===== src/rtl/ksw_pkg.sv =====
package ksw_pkg;

   localparam int unsigned SCORE_W     = 32;
   localparam int unsigned NOVELTY_W   = 16;
   localparam int unsigned WSIZE_W     = 8;
   localparam int unsigned THRESH_W    = 16;
   localparam int unsigned CSR_DATA_W  = 16;
   localparam int unsigned CSR_INDEX_W = 1;

   typedef logic [1:0] op_type;
   typedef logic [2:0] action_type;
   typedef logic [1:0] reason_type;
   typedef logic [CSR_INDEX_W-1:0] csr_index_type;

   localparam op_type OP_FRAME = 2'd0;
   localparam op_type OP_DRAIN = 2'd1;
   localparam op_type OP_CLEAR = 2'd2;

   localparam action_type ACT_NONE       = 3'd0;
   localparam action_type ACT_SAVE_NOW   = 3'd1;
   localparam action_type ACT_FLUSH_OPEN = 3'd2;
   localparam action_type ACT_OPEN       = 3'd3;
   localparam action_type ACT_CLOSE_SAVE = 3'd4;
   localparam action_type ACT_REPLACE    = 3'd5;
   localparam action_type ACT_KEEP       = 3'd6;

   localparam reason_type WHY_NONE  = 2'd0;
   localparam reason_type WHY_DRIFT = 2'd1;
   localparam reason_type WHY_FULL  = 2'd2;

   localparam csr_index_type REG_WINDOW_SIZE     = 1'd0;
   localparam csr_index_type REG_DRIFT_THRESHOLD = 1'd1;

endpackage


===== src/rtl/keyframe_sharpness_window_core.sv =====
// channel  | direction | handshake               | payload
// req      | in        | req_valid / req_ready   | op, is_accept, frame_score, novelty_valid, novelty
// rsp      | out       | rsp_valid / rsp_ready   | action, replace_best, close_reason, was_open
// csr      | in        | csr_write_enable        | csr_index, csr_data
//
// One item per cycle while the result register is free: each item is decided in the cycle
// it is accepted and its result appears in the result register on the next cycle; the state
// update and the result register share that single pass.
// req_ready is high while the result register is empty or its item is taken that cycle.
// Synchronous active-high reset clears window state, registers to their reset values
// and the result register.
module keyframe_sharpness_window_core (
   input  logic                          clock,
   input  logic                          reset,
   input  logic                          req_valid,
   output logic                          req_ready,
   input  logic [1:0]                    req_op,
   input  logic                          req_is_accept,
   input  logic [31:0]                   req_frame_score,
   input  logic                          req_novelty_valid,
   input  logic [15:0]                   req_novelty,
   output logic                          rsp_valid,
   input  logic                          rsp_ready,
   output logic [2:0]                    rsp_action,
   output logic                          rsp_replace_best,
   output logic [1:0]                    rsp_close_reason,
   output logic                          rsp_was_open,
   input  logic                          csr_write_enable,
   input  ksw_pkg::csr_index_type        csr_index,
   input  logic [ksw_pkg::CSR_DATA_W-1:0] csr_data
);
   import ksw_pkg::*;

   logic                 window_size_gt1_ff;
   logic [WSIZE_W-1:0]   window_size_ff;
   logic [THRESH_W-1:0]  drift_threshold_ff;

   logic                 window_open_ff, window_open_in;
   logic [WSIZE_W-1:0]   frames_left_ff, frames_left_in;
   logic [SCORE_W-1:0]   best_score_ff, best_score_in;

   logic                 rsp_valid_ff;
   action_type           action_ff, action_in;
   logic                 replace_best_ff, replace_best_in;
   reason_type           close_reason_ff, close_reason_in;
   logic                 was_open_ff, was_open_in;

   logic                 accept_item;
   logic                 size_write;
   logic                 drift;
   logic                 better;
   logic [WSIZE_W-1:0]   frames_dec;
   logic [WSIZE_W-1:0]   wsize_written;

   assign req_ready   = !rsp_valid_ff || rsp_ready;
   assign accept_item = req_valid && req_ready;
   assign size_write  = csr_write_enable && (csr_index == REG_WINDOW_SIZE);

   assign drift = (drift_threshold_ff != '0) && req_novelty_valid &&
                  ({req_novelty, 1'b0} > {1'b0, drift_threshold_ff});
   assign better     = req_frame_score > best_score_ff;
   assign frames_dec = frames_left_ff - WSIZE_W'(1);
   assign wsize_written = (csr_data[WSIZE_W-1:0] == '0) ? WSIZE_W'(1)
                                                          : csr_data[WSIZE_W-1:0];

   always_comb begin
      window_open_in  = window_open_ff;
      frames_left_in  = frames_left_ff;
      best_score_in   = best_score_ff;
      action_in       = ACT_NONE;
      replace_best_in = 1'b0;
      close_reason_in = WHY_NONE;
      was_open_in     = 1'b0;
      unique case (req_op)
         OP_DRAIN: begin
            was_open_in    = window_open_ff;
            window_open_in = 1'b0;
            frames_left_in = '0;
         end
         OP_CLEAR: begin
            window_open_in = 1'b0;
            frames_left_in = '0;
            best_score_in  = '0;
         end
         OP_FRAME: begin
            priority if (req_is_accept) begin
               if (!window_size_gt1_ff) begin
                  window_open_in = 1'b0;
                  frames_left_in = '0;
                  action_in      = ACT_SAVE_NOW;
               end else begin
                  best_score_in   = req_frame_score;
                  frames_left_in  = window_size_ff - WSIZE_W'(1);
                  window_open_in  = 1'b1;
                  replace_best_in = 1'b1;
                  action_in       = window_open_ff ? ACT_FLUSH_OPEN : ACT_OPEN;
               end
            end else if (!window_open_ff || frames_left_ff == '0) begin
               action_in = ACT_NONE;
            end else if (drift) begin
               window_open_in  = 1'b0;
               frames_left_in  = '0;
               action_in       = ACT_CLOSE_SAVE;
               close_reason_in = WHY_DRIFT;
            end else begin
               if (better) begin
                  best_score_in = req_frame_score;
               end
               replace_best_in = better;
               frames_left_in  = frames_dec;
               if (frames_dec == '0) begin
                  window_open_in  = 1'b0;
                  action_in       = ACT_CLOSE_SAVE;
                  close_reason_in = WHY_FULL;
               end else begin
                  action_in = better ? ACT_REPLACE : ACT_KEEP;
               end
            end
         end
         default: begin
         end
      endcase
   end

   always_ff @(posedge clock) begin
      if (reset) begin
         window_size_ff     <= WSIZE_W'(1);
         window_size_gt1_ff <= 1'b0;
         drift_threshold_ff <= '0;
         window_open_ff     <= 1'b0;
         frames_left_ff     <= '0;
         best_score_ff      <= '0;
         rsp_valid_ff       <= 1'b0;
      end else begin
         if (accept_item) begin
            rsp_valid_ff <= 1'b1;
         end else if (rsp_ready) begin
            rsp_valid_ff <= 1'b0;
         end
         if (accept_item && !size_write) begin
            window_open_ff <= window_open_in;
            frames_left_ff <= frames_left_in;
            best_score_ff  <= best_score_in;
         end
         if (csr_write_enable) begin
            unique case (csr_index)
               REG_WINDOW_SIZE: begin
                  window_size_ff     <= wsize_written;
                  window_size_gt1_ff <= wsize_written > WSIZE_W'(1);
                  window_open_ff     <= 1'b0;
                  frames_left_ff     <= '0;
                  best_score_ff      <= '0;
               end
               REG_DRIFT_THRESHOLD: begin
                  drift_threshold_ff <= csr_data[THRESH_W-1:0];
               end
               default: begin
               end
            endcase
         end
      end
   end

   always_ff @(posedge clock) begin
      if (accept_item) begin
         action_ff       <= action_in;
         replace_best_ff <= replace_best_in;
         close_reason_ff <= close_reason_in;
         was_open_ff     <= was_open_in;
      end
   end

   assign rsp_valid        = rsp_valid_ff;
   assign rsp_action       = action_ff;
   assign rsp_replace_best = replace_best_ff;
   assign rsp_close_reason = close_reason_ff;
   assign rsp_was_open     = was_open_ff;

endmodule


===== config.mk =====
export PLATFORM = sky130hd
export DESIGN_NAME = keyframe_sharpness_window_core
export DESIGN_NICKNAME = d
export VERILOG_FILES = /design/src/rtl/ksw_pkg.sv /design/src/rtl/keyframe_sharpness_window_core.sv
export SDC_FILE = /design/constraint.sdc
export NUM_CORES = 1
export LEC_CHECK = 0
export ABC_AREA = 1
export BUFFER_PORTS_ARGS = -buffer_cell sky130_fd_sc_hd__clkbuf_2
export CORE_ASPECT_RATIO = 0.7
export CORE_MARGIN = 2
export CORE_UTILIZATION = 44
export DETAILED_ROUTE_END_ITERATION = 7
export SLEW_MARGIN = 15
export SYNTH_ARGS = -nofsm -noshare
export SYNTH_HDL_FRONTEND = slang
export SYNTH_SLANG_ARGS = --single-unit

===== constraint.sdc =====
create_clock -name clock -period 2.4 [get_ports clock]
set_clock_uncertainty 0.05 [all_clocks]
set_input_delay 0.12 -clock clock [delete_from_list [all_inputs] [get_ports clock]]
set_output_delay 0.12 -clock clock [all_outputs]
set_load 0.01 [all_outputs]

==> flow_summary_export.csv <==
group,metric,value,unit
timing,slew_headroom,62.1,%
synth,synthTopCellsByArea,"dfxtp_1 24%, nand2_1 17%, ha_1 11%",
synth,synth_enable_flop_cells,7,
synth,seq_area_frac_synth,27.4,%
synth,synthDistinctLibCells,41,
final_layout,fill_cells,1223,
synth,yosysMostFrequentCell,"nand2_1",
floorplan,placeableCoreArea,12500,um^2
global_routing,grt_remaining_overflow,0,
final_layout,finish.instance_area,7010,um^2
synth,yosysWarnings,0,
placed_design,place.detailed.hpwl,11.3,mm
placed_design,io_buffer_count,82,
final_layout,fin_nets,1091,
hold_path,whs_path_depth,3,
final_layout,antennaDiodeCount,0,
floorplan,start_util,45.4,%
floorplan,fp-row-count,34,
clock_network,cts_tree,"built",
global_routing,grt_first_pass_wirelength,26.7,mm
timing,grt_setup_unrepaired,"yes",
timing,hold_viol,0,
worst_setup_path,critPathLaunchType,"flip-flop",
placed_design,post-place-ws,0.00986,ns
global_routing,antenna_found_initial,0,
synth,synthArstFlopShare,0,%
synth,netlist_area,5660,um^2
synth,synth_commonest_cells,"250 x nand2_1, 111 x inv_1, 88 x nor2_1",
clock_network,cts_num_sinks,74,
run,maxCapViolCount,0,
drt,post_drt_wl_per_cell,14.6,um
final_layout,drive_gt1_share,20.9,%
timing,finalCritPeriodShare,98.3,%
drt,drt-vias-per-instance,5.29,
timing,max_freq,0.424,GHz
clock_network,cts_buffers,9,
synth,syn_area_per_cell,6.49,um^2
worst_setup_path,cp.required,2.56,ns
timing,min_period,2.36,ns
synth,synth_nets,996,
clock_network,cts_root_buf,"clkbuf_16",
clock_network,htree_levels,3,
clock_network,clk_pin_slew_worst_paths,0.06,ns
pwr,ir_drop,0.000381,V
worst_setup_path,critical_path_class,"flip-flop to flip-flop",
synth,synth.ff_latch_count,74,
timing,worst_slew_pin_slew,0.569,ns
global_routing,grt_pass1_vias,5699,
global_routing,grt_max_degree,36,
floorplan,pin_count,83,
final_layout,final_cell_count_no_fill,1133,
clock_network,insertion_delay,0.34,ns
final_layout,syn2layout_area_growth,23.9,%
drt,ant_nets,0,
worst_setup_path,reg2reg_depth,15,
drt,wirelength,16.6,mm
clock_network,clock_path_buffers,2,
worst_setup_path,cp.arrival,2.52,ns
global_routing,track_usage,23.5,%
final_layout,final_util,56.2,%
timing,slew_viol_final,0,
run_status,status,"complete, no violations",
drt,drc,0,
drt,via_count,5992,
synth,synth_flop_cell,"dfxtp_1",
timing,finalSetupViolations,0,
hold_path,hold_path.class,"input pin to flip-flop",
drt,dr.pass1.iters,6,
final_layout,seq_area,1560,um^2
synth,synth_top_area_share,23.7,%
pwr,p_leak,0.00320,uW
worst_setup_path,crit_path_end_kind,"flip-flop",
floorplan,die_y,98.9,um
drt,drt_iter0_drc,289,
synth,syn_inst,872,
timing,timing.setup.tns,0,ns
floorplan,dieWidth,140,um
floorplan,die-area,13800,um^2
placed_design,placed_area,6300,um^2
final_layout,multi_input_area,3630,um^2
placed_design,gp_congestion,0.834,
worst_setup_path,crit_fanout,17,
pwr,powerDensity,484,nW/um^2
synth,yosys.area.top_type,"dfxtp_1",
timing,fin_ws,0.0402,ns
placed_design,placedCellCount,1098,
==> critical path: stages (launching register included) <==
cell     delay, ns
dfxtp_2       0.34
inv_2         0.05
ha_4          0.28
nand2_4       0.06
nor2_4        0.11
nand2_2       0.08
nor4_4        0.32
nand2_1       0.15
nand2_4       0.15
buf_12        0.11
buf_12        0.14
nand4_1       0.10
nand2_1       0.09
nand2_1       0.05
nand2_1       0.08
a21oi_2       0.06
==> metal layers <==
metal	GRT usage, %	wire [um]	part of all wire [%]	vias to the layer above
met1	32.9	8170	49	2743
met5	0	0	0	-
met4	7.15	174	1.1	0
met3	4.32	949	5.7	18
li1	-	-	-	3069
met2	37.0	7270	44	162
==> layout make-up <==
cell class	instances	area share (%)
clock buffer	11	3.62
clock inverter	4	0.393
inverter	128	6.86
multi-input combinational	631	51.8
sequential	74	22.3
tap	162	2.89
timing repair buffer	123	12.1
==> path summary, 6_finish.rpt <==
| check | start | to | slack [ns] |
|---|---|---|---|
| max | best_score_ff[25] | best_score_ff[17] | 0.04 |
| min | csr_data[15] | drift_threshold_ff[15] | 0.03 |
| max reg2reg | best_score_ff[25] | best_score_ff[17] | 0.04 |
| min reg2reg | best_score_ff[23] | best_score_ff[23] | 0.43 |
==> per-stage QoR <==
step / hold slack (ns) / total power, uW
2_1_floorplan: 0.211 / 1800
3_3_place_gp: 0.331 / 2020
3_5_place_dp: 0.332 / 2040
4_1_cts: 0.000444 / 3370
5_1_grt: 0.0294 / 3570
6_report: 0.0262 / 3390
==> sequential cells by signal, summed over array words and instances, names as in the netlist <==
register	cells
rsp_valid	1
frames_left_ff	8
drift_threshold_ff	16
window_open_ff	1
window_size_ff	8
rsp_close_reason	2
rsp_action	3
rsp_replace_best	1
rsp_was_open	1
window_size_gt1_ff	1
best_score_ff	32
==> report_power, final <==
part | switching (uW) | internal (uW)
clock network | 551 | 756
logic | 463 | 293
registers | 29.1 | 1300
==> cell usage in the layout (no fill, tap or decap), drive strengths merged, types with 18 or more instances in the layout <==
cell,count
clkbuf,94
nand2,251
buf,32
inv,126
dfxtp,67
nand3,20
a211oi,23
a21oi,65
nor2,91
ha,50
o21ai,18
nand4,41
o22ai,35
==> cells by family (layout without fill, tap and decap cells) <==
logic type                 Yosys count  in the layout  share of synthesized area, %
and+or+nand+nor                    414            414                          31.5
DFF                                 74             74                          27.4
buffers and inverters              167            266                          12.1
AOI/OAI and AO/OA                  160            160                          16.8
xor gates and xnor gates             7              7                          1.08
adders and majority gates           50             50                          11.1
==> repair_timing <==
action | 4_1_cts | 5_1_grt
setup buffers | 0 | 12
cloned | 0 | 1
endpoints found under the hold margin | 8 | 0
hold buffers | 8 | 0
pin swaps | 0 | 16
endpoints found under the setup margin | 3 | 37
gates resized for setup | 2 | 57
Power figures use the tool's default switching activity.
